<file path="config.mk">
export PLATFORM = sky130hd
export DESIGN_NAME = class_score_persistence_gate_flat
export DESIGN_NICKNAME = d
export VERILOG_FILES = /design/src/sv/csp_pkg.sv /design/src/sv/csp_if.sv /design/src/sv/csp_lane.sv /design/src/sv/csp_merge.sv /design/src/sv/csp_out.sv /design/src/sv/class_score_persistence_gate.sv /design/src/flat_wrapper.sv
export SDC_FILE = /design/constraint.sdc
export NUM_CORES = 2
export LEC_CHECK = 0
export BUFFER_PORTS_ARGS = -buffer_cell sky130_fd_sc_hd__buf_2
export CAP_MARGIN = 25
export CORE_MARGIN = 5
export CORE_UTILIZATION = 60
export DETAILED_ROUTE_END_ITERATION = 8
export GPL_TIMING_DRIVEN = 1
export PLACE_DENSITY = 0.86
export SLEW_MARGIN = 15
export SYNTH_ARGS = -nofsm -noshare
export SYNTH_HDL_FRONTEND = slang
export SYNTH_SLANG_ARGS = --single-unit
</file>
<file path="constraint.sdc">
create_clock -name i_clk -period 17.3 [get_ports i_clk]
set_input_delay 1.73 -clock i_clk [delete_from_list [all_inputs] [get_ports i_clk]]
set_output_delay 1.73 -clock i_clk [all_outputs]
set_load 0.02 [all_outputs]
</file>
<file path="src/sv/csp_pkg.sv">
package csp_pkg;

    // Lane and field geometry
    localparam int HW_CLASSES = 8;
    localparam int CNT_W      = 8;
    localparam int SCORE_W    = 16;
    localparam int IDX_W      = 3;
    localparam int MAG_W      = 17;
    localparam int SQ_W       = 31;
    localparam int CONF_W     = 7;
    localparam int LEVEL_W    = 16;
    localparam int MODE_W     = 2;
    localparam int CFG_IDX_W  = 3;
    localparam int CFG_DATA_W = 64;
    localparam int CCOUNT_W   = 4;

    // Percent scale for confidence and anomaly level
    localparam logic [6:0] PCT_SCALE = 7'd100;

    // Register reset values
    localparam logic [CCOUNT_W-1:0]   RST_CLASS_COUNT  = 4'd8;
    localparam logic [CFG_DATA_W-1:0] RST_COUNT_LIMITS = 64'h0101_0101_01EE_8202;

    // Configuration register indexes
    typedef enum logic [CFG_IDX_W-1:0] {
        CFG_CLASS_COUNT  = 3'd0,
        CFG_COUNT_LIMITS = 3'd1,
        CFG_PROB_LOW     = 3'd2,
        CFG_PROB_HIGH    = 3'd3,
        CFG_GAME_MODE    = 3'd4
    } t_cfg_idx;

    // Game modes that route game events
    localparam logic [MODE_W-1:0] MODE_SWAPPED = 2'd2;
    localparam logic [MODE_W-1:0] MODE_MIRROR  = 2'd3;

    // Event kinds
    localparam logic EVT_GESTURE = 1'b0;
    localparam logic EVT_GAME    = 1'b1;

    // Winner found by the merge stage
    typedef struct packed {
        logic               fire;
        logic [IDX_W-1:0]   idx;
        logic [SCORE_W-1:0] score;
    } t_pick;

    // Event handed to the output pipeline
    typedef struct packed {
        logic               game;
        logic [IDX_W-1:0]   idx;
        logic [SCORE_W-1:0] score;
        logic [MAG_W-1:0]   mag;
        logic [MODE_W-1:0]  mode;
    } t_evt;

    // Gesture code: classes 3 and 7 trade places
    function automatic logic [IDX_W-1:0] map_code(input logic [IDX_W-1:0] c);
        logic [IDX_W-1:0] r;
        case (c)
            3'd3:    r = 3'd7;
            3'd7:    r = 3'd3;
            default: r = c;
        endcase
        return r;
    endfunction

endpackage

</file>
<file path="src/sv/csp_if.sv">
interface csp_in_if;
    logic        valid;
    logic        ready;
    logic [15:0] score_0;
    logic [15:0] score_1;
    logic [15:0] score_2;
    logic [15:0] score_3;
    logic [15:0] score_4;
    logic [15:0] score_5;
    logic [15:0] score_6;
    logic [15:0] score_7;
    logic signed [15:0] anomaly_score;
    logic        audio_busy;

    modport source (
        output valid, score_0, score_1, score_2, score_3, score_4, score_5,
               score_6, score_7, anomaly_score, audio_busy,
        input  ready
    );
    modport sink (
        input  valid, score_0, score_1, score_2, score_3, score_4, score_5,
               score_6, score_7, anomaly_score, audio_busy,
        output ready
    );
endinterface

interface csp_out_if;
    logic        valid;
    logic        ready;
    logic        event_kind;
    logic [2:0]  gesture_code;
    logic [6:0]  confidence_pct;
    logic [15:0] anomaly_level;
    logic [1:0]  mode_echo;

    modport source (
        output valid, event_kind, gesture_code, confidence_pct, anomaly_level, mode_echo,
        input  ready
    );
    modport sink (
        input  valid, event_kind, gesture_code, confidence_pct, anomaly_level, mode_echo,
        output ready
    );
endinterface

interface csp_cfg_if;
    logic        valid;
    logic        ready;
    logic [2:0]  index;
    logic [63:0] data;

    modport source (
        output valid, index, data,
        input  ready
    );
    modport sink (
        input  valid, index, data,
        output ready
    );
endinterface

</file>
<file path="src/sv/csp_lane.sv">
module csp_lane (
    input  logic                         i_clk,
    input  logic                         i_rst_n,
    input  logic                         i_accept,
    input  logic                         i_in_use,
    input  logic                         i_clear,
    input  logic [csp_pkg::SCORE_W-1:0]  i_score,
    input  logic [csp_pkg::SCORE_W-1:0]  i_prob_limit,
    input  logic [csp_pkg::CNT_W-1:0]    i_count_limit,
    output logic                         o_hit
);

    logic [csp_pkg::CNT_W-1:0] r_cnt;
    logic [csp_pkg::CNT_W-1:0] n_cnt;

    // Extend the run on a hit, drop it on a miss; idle lanes hold
    always_comb begin
        n_cnt = r_cnt;
        if (i_in_use) begin
            if (i_score >= i_prob_limit) begin
                n_cnt = r_cnt + csp_pkg::CNT_W'(1);
            end else begin
                n_cnt = '0;
            end
        end
    end

    assign o_hit = i_in_use && (n_cnt == i_count_limit);

    // Commit on transfer; any firing clears every lane
    always_ff @(posedge i_clk) begin
        if (!i_rst_n) begin
            r_cnt <= '0;
        end else if (i_accept) begin
            r_cnt <= i_clear ? '0 : n_cnt;
        end
    end

endmodule

</file>
<file path="src/sv/csp_merge.sv">
module csp_merge (
    input  logic                        i_hit   [csp_pkg::HW_CLASSES],
    input  logic [csp_pkg::SCORE_W-1:0] i_score [csp_pkg::HW_CLASSES],
    output csp_pkg::t_pick              o_pick
);

    // Lowest firing lane wins
    always_comb begin
        o_pick = '0;
        for (int i = csp_pkg::HW_CLASSES - 1; i >= 0; i--) begin
            if (i_hit[i]) begin
                o_pick.fire  = 1'b1;
                o_pick.idx   = csp_pkg::IDX_W'(i);
                o_pick.score = i_score[i];
            end
        end
    end

endmodule

</file>
<file path="src/sv/csp_out.sv">
module csp_out (
    input  logic               i_clk,
    input  logic               i_rst_n,
    input  logic               i_load,
    input  csp_pkg::t_evt      i_evt,
    output logic               o_adv,
    csp_out_if.source          o_out
);

    logic                         r_v1, r_v2, r_v3;
    csp_pkg::t_evt                r_e1;
    logic                         r_game2;
    logic [csp_pkg::IDX_W-1:0]    r_code2;
    logic [csp_pkg::CONF_W-1:0]   r_conf2;
    logic [csp_pkg::SQ_W-1:0]     r_sq2;
    logic [csp_pkg::MODE_W-1:0]   r_mode2;

    logic [csp_pkg::SCORE_W+csp_pkg::CONF_W-1:0] n_conf_prod;
    logic [2*csp_pkg::MAG_W-1:0]                 n_sq_prod;
    logic [csp_pkg::SQ_W+csp_pkg::CONF_W-1:0]    n_lvl_prod;
    logic [csp_pkg::LEVEL_W-1:0]                 n_level;

    // Whole pipe moves unless the output register is held
    assign o_adv = !r_v3 || o_out.ready;

    assign n_conf_prod = (csp_pkg::SCORE_W + csp_pkg::CONF_W)'(r_e1.score)
                       * (csp_pkg::SCORE_W + csp_pkg::CONF_W)'(csp_pkg::PCT_SCALE);
    assign n_sq_prod   = (2*csp_pkg::MAG_W)'(r_e1.mag) * (2*csp_pkg::MAG_W)'(r_e1.mag);

    // Square at most 2^30, so level stays under 6401 and never saturates
    assign n_lvl_prod  = (csp_pkg::SQ_W + csp_pkg::CONF_W)'(r_sq2)
                       * (csp_pkg::SQ_W + csp_pkg::CONF_W)'(csp_pkg::PCT_SCALE);
    assign n_level     = csp_pkg::LEVEL_W'(n_lvl_prod[csp_pkg::SQ_W+csp_pkg::CONF_W-1:24]);

    // Valid bits
    always_ff @(posedge i_clk) begin
        if (!i_rst_n) begin
            r_v1 <= 1'b0;
            r_v2 <= 1'b0;
            r_v3 <= 1'b0;
        end else if (o_adv) begin
            r_v1 <= i_load;
            r_v2 <= r_v1;
            r_v3 <= r_v2;
        end
    end

    // Payload stages: capture, multiply, scale
    always_ff @(posedge i_clk) begin
        if (o_adv) begin
            r_e1    <= i_evt;
            r_game2 <= r_e1.game;
            r_code2 <= csp_pkg::map_code(r_e1.idx);
            r_conf2 <= n_conf_prod[csp_pkg::SCORE_W+csp_pkg::CONF_W-1:csp_pkg::SCORE_W];
            r_sq2   <= n_sq_prod[csp_pkg::SQ_W-1:0];
            r_mode2 <= r_e1.mode;
            o_out.event_kind     <= r_game2 ? csp_pkg::EVT_GAME : csp_pkg::EVT_GESTURE;
            o_out.gesture_code   <= r_code2;
            o_out.confidence_pct <= r_conf2;
            o_out.anomaly_level  <= r_game2 ? '0 : n_level;
            o_out.mode_echo      <= r_game2 ? r_mode2 : '0;
        end
    end

    assign o_out.valid = r_v3;

endmodule

</file>
<file path="src/sv/class_score_persistence_gate.sv">
// Class score persistence gate: eight score lanes and a lowest-class merge.
// Pipeline: three register stages (capture, multiply, scale) from input transfer to result.
// Throughput: one frame per cycle; the output register is the only stall point.
// Reset (i_rst_n low, synchronous): run counters cleared, pipeline emptied,
// registers back to their defaults. Configuration port is always ready.
module class_score_persistence_gate #(
    parameter int NUM_CLASSES   = 8,
    parameter int SKIPPED_CLASS = 3
) (
    input  logic          i_clk,
    input  logic          i_rst_n,
    csp_cfg_if.sink       i_cfg,
    csp_in_if.sink        i_in,
    csp_out_if.source     o_out
);

    logic [csp_pkg::CCOUNT_W-1:0]   r_class_count;
    logic [csp_pkg::CFG_DATA_W-1:0] r_count_limits;
    logic [csp_pkg::CFG_DATA_W-1:0] r_prob_lo;
    logic [csp_pkg::CFG_DATA_W-1:0] r_prob_hi;
    logic [csp_pkg::MODE_W-1:0]     r_game_mode;

    logic                        scores [csp_pkg::HW_CLASSES];
    logic [csp_pkg::SCORE_W-1:0] score_arr [csp_pkg::HW_CLASSES];
    logic                        hit    [csp_pkg::HW_CLASSES];
    csp_pkg::t_pick              pick;
    csp_pkg::t_evt               evt;
    logic                        adv;
    logic                        accept;
    logic                        game;
    logic                        emit;
    logic [csp_pkg::MAG_W-1:0]   mag;

    // Register writes
    assign i_cfg.ready = 1'b1;

    always_ff @(posedge i_clk) begin
        if (!i_rst_n) begin
            r_class_count  <= csp_pkg::RST_CLASS_COUNT;
            r_count_limits <= csp_pkg::RST_COUNT_LIMITS;
            r_prob_lo      <= '0;
            r_prob_hi      <= '0;
            r_game_mode    <= '0;
        end else if (i_cfg.valid) begin
            unique case (i_cfg.index)
                csp_pkg::CFG_CLASS_COUNT:  r_class_count  <= i_cfg.data[csp_pkg::CCOUNT_W-1:0];
                csp_pkg::CFG_COUNT_LIMITS: r_count_limits <= i_cfg.data;
                csp_pkg::CFG_PROB_LOW:     r_prob_lo      <= i_cfg.data;
                csp_pkg::CFG_PROB_HIGH:    r_prob_hi      <= i_cfg.data;
                csp_pkg::CFG_GAME_MODE:    r_game_mode    <= i_cfg.data[csp_pkg::MODE_W-1:0];
                default: ;
            endcase
        end
    end

    // Input transfer
    assign i_in.ready = adv;
    assign accept     = i_in.valid && adv;

    assign score_arr[0] = i_in.score_0;
    assign score_arr[1] = i_in.score_1;
    assign score_arr[2] = i_in.score_2;
    assign score_arr[3] = i_in.score_3;
    assign score_arr[4] = i_in.score_4;
    assign score_arr[5] = i_in.score_5;
    assign score_arr[6] = i_in.score_6;
    assign score_arr[7] = i_in.score_7;

    // One lane per class
    for (genvar i = 0; i < csp_pkg::HW_CLASSES; i++) begin : g_lane
        logic [csp_pkg::SCORE_W-1:0] prob_limit;
        logic                        in_use;

        if (i < 4) begin : g_lo
            assign prob_limit = r_prob_lo[csp_pkg::SCORE_W*i +: csp_pkg::SCORE_W];
        end else begin : g_hi
            assign prob_limit = r_prob_hi[csp_pkg::SCORE_W*(i-4) +: csp_pkg::SCORE_W];
        end

        assign in_use = (i < NUM_CLASSES) && (i != SKIPPED_CLASS)
                     && (r_class_count > csp_pkg::CCOUNT_W'(i));
        assign scores[i] = in_use;

        csp_lane u_lane (
            .i_clk         (i_clk),
            .i_rst_n       (i_rst_n),
            .i_accept      (accept),
            .i_in_use      (scores[i]),
            .i_clear       (pick.fire),
            .i_score       (score_arr[i]),
            .i_prob_limit  (prob_limit),
            .i_count_limit (r_count_limits[csp_pkg::CNT_W*i +: csp_pkg::CNT_W]),
            .o_hit         (hit[i])
        );
    end

    // Pick the lowest firing class
    csp_merge u_merge (
        .i_hit   (hit),
        .i_score (score_arr),
        .o_pick  (pick)
    );

    // Route the event; gesture events drop while audio is busy
    assign game = (r_game_mode == csp_pkg::MODE_SWAPPED)
               || (r_game_mode == csp_pkg::MODE_MIRROR);
    assign emit = pick.fire && (game || !i_in.audio_busy);
    assign mag  = i_in.anomaly_score[csp_pkg::SCORE_W-1]
                ? csp_pkg::MAG_W'(-$signed({i_in.anomaly_score[csp_pkg::SCORE_W-1],
                                            i_in.anomaly_score}))
                : csp_pkg::MAG_W'(i_in.anomaly_score);

    always_comb begin
        evt       = '0;
        evt.game  = game;
        evt.idx   = pick.idx;
        evt.score = pick.score;
        evt.mag   = mag;
        evt.mode  = r_game_mode;
    end

    csp_out u_out (
        .i_clk   (i_clk),
        .i_rst_n (i_rst_n),
        .i_load  (accept && emit),
        .i_evt   (evt),
        .o_adv   (adv),
        .o_out   (o_out)
    );

endmodule
</file>
<file path="src/flat_wrapper.sv">
// flat-port wrapper written by rule: the top's interface ports become plain ports
module class_score_persistence_gate_flat 
#(
    parameter int NUM_CLASSES   = 8,
    parameter int SKIPPED_CLASS = 3
)
  (i_clk, i_rst_n, i_cfg_valid, i_cfg_index, i_cfg_data, i_cfg_ready, i_in_valid, i_in_score_0, i_in_score_1, i_in_score_2, i_in_score_3, i_in_score_4, i_in_score_5, i_in_score_6, i_in_score_7, i_in_anomaly_score, i_in_audio_busy, i_in_ready, o_out_valid, o_out_event_kind, o_out_gesture_code, o_out_confidence_pct, o_out_anomaly_level, o_out_mode_echo, o_out_ready);
  csp_cfg_if i_cfg_i ();
  csp_in_if i_in_i ();
  csp_out_if o_out_i ();
  input  logic i_clk;
  input  logic i_rst_n;
  input wire logic [$bits(i_cfg_i.valid)-1:0] i_cfg_valid;
  input wire logic [$bits(i_cfg_i.index)-1:0] i_cfg_index;
  input wire logic [$bits(i_cfg_i.data)-1:0] i_cfg_data;
  output wire logic [$bits(i_cfg_i.ready)-1:0] i_cfg_ready;
  input wire logic [$bits(i_in_i.valid)-1:0] i_in_valid;
  input wire logic [$bits(i_in_i.score_0)-1:0] i_in_score_0;
  input wire logic [$bits(i_in_i.score_1)-1:0] i_in_score_1;
  input wire logic [$bits(i_in_i.score_2)-1:0] i_in_score_2;
  input wire logic [$bits(i_in_i.score_3)-1:0] i_in_score_3;
  input wire logic [$bits(i_in_i.score_4)-1:0] i_in_score_4;
  input wire logic [$bits(i_in_i.score_5)-1:0] i_in_score_5;
  input wire logic [$bits(i_in_i.score_6)-1:0] i_in_score_6;
  input wire logic [$bits(i_in_i.score_7)-1:0] i_in_score_7;
  input wire logic [$bits(i_in_i.anomaly_score)-1:0] i_in_anomaly_score;
  input wire logic [$bits(i_in_i.audio_busy)-1:0] i_in_audio_busy;
  output wire logic [$bits(i_in_i.ready)-1:0] i_in_ready;
  output wire logic [$bits(o_out_i.valid)-1:0] o_out_valid;
  output wire logic [$bits(o_out_i.event_kind)-1:0] o_out_event_kind;
  output wire logic [$bits(o_out_i.gesture_code)-1:0] o_out_gesture_code;
  output wire logic [$bits(o_out_i.confidence_pct)-1:0] o_out_confidence_pct;
  output wire logic [$bits(o_out_i.anomaly_level)-1:0] o_out_anomaly_level;
  output wire logic [$bits(o_out_i.mode_echo)-1:0] o_out_mode_echo;
  input wire logic [$bits(o_out_i.ready)-1:0] o_out_ready;
  assign i_cfg_i.valid = i_cfg_valid;
  assign i_cfg_i.index = i_cfg_index;
  assign i_cfg_i.data = i_cfg_data;
  assign i_cfg_ready = i_cfg_i.ready;
  assign i_in_i.valid = i_in_valid;
  assign i_in_i.score_0 = i_in_score_0;
  assign i_in_i.score_1 = i_in_score_1;
  assign i_in_i.score_2 = i_in_score_2;
  assign i_in_i.score_3 = i_in_score_3;
  assign i_in_i.score_4 = i_in_score_4;
  assign i_in_i.score_5 = i_in_score_5;
  assign i_in_i.score_6 = i_in_score_6;
  assign i_in_i.score_7 = i_in_score_7;
  assign i_in_i.anomaly_score = i_in_anomaly_score;
  assign i_in_i.audio_busy = i_in_audio_busy;
  assign i_in_ready = i_in_i.ready;
  assign o_out_valid = o_out_i.valid;
  assign o_out_event_kind = o_out_i.event_kind;
  assign o_out_gesture_code = o_out_i.gesture_code;
  assign o_out_confidence_pct = o_out_i.confidence_pct;
  assign o_out_anomaly_level = o_out_i.anomaly_level;
  assign o_out_mode_echo = o_out_i.mode_echo;
  assign o_out_i.ready = o_out_ready;
  class_score_persistence_gate #(.NUM_CLASSES(NUM_CLASSES), .SKIPPED_CLASS(SKIPPED_CLASS)) u_core (.i_clk(i_clk), .i_rst_n(i_rst_n), .i_cfg(i_cfg_i), .i_in(i_in_i), .o_out(o_out_i));
endmodule
</file>
Word level (Yosys, flattened, before mapping)

Cells that the tools add are included.

Add/sub/neg operators: 8
Multipliers: 3
Div/mod/pow operators: 0
Order comparisons: 14
Equality and inequality tests: 15
Shift operators: 0
Multiplexer cells: 31
Bitwise operators: 0
Reduce and logical (&&, ||, !) cells: 23

Operator list:

| kind                  | number |
|---|---|
| $mux 8                | 21 |
| $mux 20               | 7 |
| $ge 16x16->1          | 7 |
| $add 8x1->8 const B   | 7 |
| $eq 8x8->1            | 7 |
| $mul 31x5->36 const B | 1 |
| $mul 17x17->31        | 1 |
| $mul 16x5->21 const B | 1 |
| $neg 16->17           | 1 |
| $gt 4x3->1 const B    | 4 |
| $mux 15               | 1 |
| $logic_and 1x1->1     | 10 |
| $reduce_and 2->1      | 5 |
| $eq 3x2->1 const B    | 3 |
| $gt 4x1->1 const B    | 2 |
| $eq 3x3->1 const B    | 2 |
| $pmux 3 s2            | 1 |
| $eq 2x2->1 const B    | 2 |
| $gt 4x2->1 const B    | 1 |
| $eq 3x1->1 const B    | 1 |
| $logic_not 3->1       | 1 |
| $logic_or 1x1->1      | 3 |
| $reduce_or 3->1       | 1 |
| $logic_not 1->1       | 2 |
| 2 further kinds       | 2 |

Flip-flop bits (word level): 353
Bits in latches: 0
Bits in writable memories: 0
Memory bits (read-only): 0
Input port bits: 217
Memories kept: 0

Logic depth before layout (Yosys ltp)

Depth after elaboration: 14
Mapped depth: 25

Modules after synthesis

Synthesis repeated with hierarchy kept, for this count alone.

Cell total of the unflattened synthesis: 3804
Area, all modules: 33308.2 µm²

By module, submodules not included:

| module                       | instances | cells an instance | area each (µm²) | sequential area each (µm²) |
|---|---|---|---|---|
| csp_out                      | 1         | 1506              | 15320.9         | 3333.2 |
| csp_lane                     | 8         | 151               | 1151.1          | 160.2 |
| class_score_persistence_gate | 1         | 917               | 7701.1          | 3963.8 |
| csp_merge                    | 1         | 173               | 1077.3          | 0.0 |

Worst setup path before layout

Ideal clock, no wire load.

Path kind: reg-to-reg
Start point: register u_core.u_out.r_e1[4] in the netlist's numbering
End point: register u_core.u_out.r_sq2[29] in the netlist's numbering, data pin
Arrival time: 6103 ps
Required time: 17042 ps
Slack: 10940 ps
Stages on the path, launching flop included: 26
Buffers on the path: 1
Period minus slack after synthesis: 6360 ps
Path through: edfxtp_1 -> clkbuf_1 -> nand2_1 -> fa_1 -> inv_1 -> fa_1 -> inv_1 -> fa_1 -> fa_1 -> inv_1 -> fa_1 -> inv_1 -> fa_1 -> inv_1 -> ha_1 -> a21o_1 -> a21o_1 -> a21o_1 -> a21oi_1 -> o31ai_1 -> o211a_1 -> a41o_1 -> nor3_1 -> o21bai_1 -> a21oi_1 -> xnor2_1

Longest elaborated chain between the ends: 1

Ends and longest elaborated chain:

| element                             | RTL line      | RTL |
|---|---|---|
| start, declared                     | csp_out.sv:11 | `csp_pkg::t_evt r_e1;` |
| start signal, assigned              | csp_out.sv:51 | `r_e1 <= i_evt;` |
| $mul 17x17->31                      | csp_out.sv:28 | `assign n_sq_prod = (2*csp_pkg::MAG_W)'(r_e1.mag) * (2*csp_pkg::MAG_W)'(r_e1.mag);` |
| net u_core.u_out.n_sq_prod, one bit | csp_out.sv:19 | `logic [2*csp_pkg::MAG_W-1:0] n_sq_prod;` |
| end signal, assigned                | csp_out.sv:55 | `r_sq2 <= n_sq_prod[csp_pkg::SQ_W-1:0];` |
| end, declared                       | csp_out.sv:15 | `logic [csp_pkg::SQ_W-1:0] r_sq2;` |

The timed path passes the listed nets, and every way through them passes these cells.
A chain may end at the register's enable or synchronous reset.

Worst setup path in the final report

Same ends and word-level chain as after synthesis.

==> metrics.md <==
| Metric | Value |
|---|---|
| Reg power frac | 16.6% |
| Core Region | 50100 um^2 |
| CTS tree | yes |
| Count leader, synth | inv_1 |
| RR Startpoint | u_core.u_out.r_e1[4] |
| Clk buf depth | 3 |
| Synthesis-to-layout area growth | 9.79% |
| Worst Setup Start Kind | flip-flop |
| Cell Area, Placed | 31900 um^2 |
| Hold Path Origin | u_core.u_out.r_e1[38] |
| RSZ-0062 raised after global routing | false |
| CTS Buf Count | 40 |
| All-Layer GR Usage | 27.6% |
| Number of synthesized flops with an enable pin | 109 |
| Sw Pwr | 3.77 mW |
| Sw Share | 47.1% |
| Worst-margin pin slew | 1.05 ns |
| Int Pwr | 4.24 mW |
| Vias in the first global route | 24.3k |
| Post-Place Setup Slack | 10.26 ns |
| First-pass DRT Iterations | 8 |
| Synthesized area per cell | 8.61 um^2 |
| Worst slew margin | 30.1% |
| Worst flop-to-flop path endpoint | u_core.u_out.r_sq2[29] |
| CP arrival | 7.47 ns |
| H-tree Lvls | 2 |
| Reg2reg setup slack | 10.13 ns |
| Synth cell types | 99 |
| Final Wtd Congestion | 1.03 |
| R2R cell count | 23 |
| Maximum clock rate | 140 MHz |
| Setup WS post-layout | 10.13 ns |
| Grt ovf | 0 |
| Sequential cell area fraction in the yosys report | 26.2% |
| Synth cell count leaders | inv_1 (590), nand2_1 (557), ha_1 (354) |
| Post-synthesis cell area | 30300 um^2 |
| Nets | 4479 |
| Max Slew Vio Count | 0 |
| Number of DRC markers in iteration 0 | 2485 |
| Post-route clock period utilization | 41.4% |
| Cts hold-fix bufs | 0 |
| Die area | 55100 um^2 |
| Setup TNS | 0 ns |
| Setup CP Type | flip-flop to flip-flop |
| Routed len/inst | 17.9 um |
| Worst Hold Class | flip-flop to flip-flop |
| Clock Latency Late Sink | 0.58 ns |
| Vias per inst | 5.77 |
| Clock share of power | 10.7% |
| Hold depth | 0 |
| Pwr dens | 241 nW/um^2 |
| Dominant cell type by area after synthesis | dfxtp_1 |
| Total design power | 8.02 mW |
| Initial antenna violation count | 10 |
| Die Wd | 235 um |
| Outcome | completed |
| Power share of the combinational group | 72.8% |
| Row cnt | 82 |
| Worst-path clk slew | 0.06 ns |
| Height of the die | 235 um |
| Worst Setup End Kind | flip-flop |
| Initial core utilization | 60.6% |
| Max-cap violations | 0 |
| Vias | 25.3k |
| Setup bufs post-CTS | 0 |
| Leakage | 15.1 nW |
| Setup Viol. Count Final | 0 |
| First-pass GRT wire length | 126 mm |
| Cells after Synth | 3522 |
| DP HPWL | 61.0 mm |
| Largest net degree at the start of global routing | 100 |
| Port bufs | 229 |
| Hold slack | 0.419 ns |
| Clock root buffer | clkbuf_16 |
| Min Tclk post-route | 7.17 ns |
| Most used DFF post-synth | dfxtp_1 |
| CP max FO | 18 |
| # fillers | 3938 |
| I/O pin count | 249 |
| Fraction of registers with async set/reset | 0% |
| Clock skew | 0.0221 ns |
| Ys Warns | 0 |
| Final ANT Viol Nets | 0 |
| Share of layout cells above drive strength 1 | 9.70% |
| WL final | 78.8 mm |
| Max rail drop VDD | 429 uV |
| Hold Violations, Final | 0 |
| Top area cells in the synthesized netlist | dfxtp_1 (15%), fa_1 (15%), ha_1 (15%) |
| Synthesized flop and latch total | 342 |
| DR DRC count | 0 |
| Crit path required time | 17.60 ns |
| Hold path endpoint | u_core.u_out.r_game2 |
| CTS sink count | 342 |
| Top cell type's share of synthesized area | 15.4% |
| Post-layout instance area | 33300 um^2 |
| Post_cts resized | 0 |
[layer usage]
metal,global-route usage [%],vias up,share of wire (%)
met5,0,-,0
met4,10.1,0,3.7
met3,3.82,210,8.3
met2,45.3,992,48
met1,37.6,12100,40
li1,-,12100,-
[critical path: stages, from the launching register on]
cell and delay (ns):
edfxtp_1 0.85, inv_1 0.27, nor2_1 0.29, fa_1 0.43, inv_1 0.08, fa_1 0.43
fa_1 0.51, inv_1 0.05, fa_1 0.46, fa_1 0.54, inv_1 0.05, fa_1 0.52
inv_1 0.04, ha_1 0.37, a21o_1 0.19, a21o_1 0.17, a21oi_1 0.23, o31ai_1 0.20
o211a_1 0.30, a41o_1 0.28, nor3_1 0.20, o21bai_1 0.11, a21oi_1 0.21, xnor2_1 0.10
[metrics by stage]
step,util (%),cells
after floorplan,-,3526
final,66.5,4392
after global routing,66.5,4392
after global placement,63.7,4307
after CTS,66.4,4381
after detailed placement,63.8,4308
[how the worst max path moves through the flow]
| stage | startpoint | to | cells past startpoint |
|---|---|---|---|
| floorplan | u_core.u_out.r_e1[4] | u_core.u_out.r_sq2[29] | 25 |
| global placement | u_core.u_out.r_e1[4] | u_core.u_out.r_sq2[29] | 23 |
| detailed placement | u_core.u_out.r_e1[4] | u_core.u_out.r_sq2[29] | 23 |
| CTS | u_core.u_out.r_e1[4] | u_core.u_out.r_sq2[29] | 23 |
| global route | u_core.u_out.r_e1[4] | u_core.u_out.r_sq2[29] | 23 |
| finish | u_core.u_out.r_e1[4] | u_core.u_out.r_sq2[29] | 23 |
[registers in the layout, indices dropped and copies added, names as in the netlist]
name / cells
u_core.r_prob_hi: 64
u_core.g_lane.u_lane.r_cnt: 56
u_core.r_count_limits: 56
u_core.r_prob_lo: 48
u_core.u_out.r_e1: 39
u_core.u_out.r_sq2: 30
u_core.u_out.o_out.anomaly_level: 14
u_core.u_out.o_out.confidence_pct: 7
u_core.u_out.r_conf2: 7
u_core.r_class_count: 4
u_core.u_out.o_out.gesture_code: 3
u_core.u_out.r_code2: 3
u_core.r_game_mode: 2
u_core.u_out.o_out.mode_echo: 2
u_core.u_out.r_mode2: 2
u_core.u_out.o_out.event_kind: 1
u_core.u_out.o_out.valid: 1
u_core.u_out.r_game2: 1
u_core.u_out.r_v1: 1
u_core.u_out.r_v2: 1
[cell usage in the layout (no fill, tap or decap), drive strengths merged, types with 36 or more instances in the layout]
master	count
edfxtp	109
nor2	117
a21oi	253
xnor2	90
nand2	559
o211ai	37
a31oi	40
ha	354
fa	229
inv	594
and2	79
dfxtp	233
nand3	79
buf	249
xor2	36
clkbuf	54
o21ai	108
[power groups by stage]
| stage | combinational [mW] | clock (mW) | sequential, mW |
|---|---|---|---|
| after global routing | 6.73 | 0.901 | 1.34 |
| final | 5.84 | 0.855 | 1.33 |
| after global placement | 5.49 | 0 | 1.34 |
| after CTS | 5.86 | 0.867 | 1.33 |
| after floorplan | 4.50 | 0 | 1.34 |
| after detailed placement | 5.76 | 0 | 1.34 |
[layout make-up]
class                      count  area [um^2]  share of cell area (%)
antenna                       10         25.0                  0.0752
clock buffer                  54         1130                    3.41
clock inverter                19          186                   0.560
inverter                     591         2230                    6.69
multi-input combinational   2455        19600                    58.9
sequential                   342         7940                    23.8
tap                          672          841                    2.53
timing repair buffer         249         1330                    3.99
[cell families (layout without fill, tap and decap cells)]
family	count (synthesis)	count (layout)	share of synthesized area, %
buf+inv	729	913	9.26
other cells	2	16	0.0248
xor+xnor	128	128	3.81
simple gates	1050	1050	16.4
flops	342	342	26.2
fa+ha+maj	583	583	29.7
compound gates	672	672	14.1
mux	16	16	0.540
No activity file was read; power rests on OpenSTA's default activity.
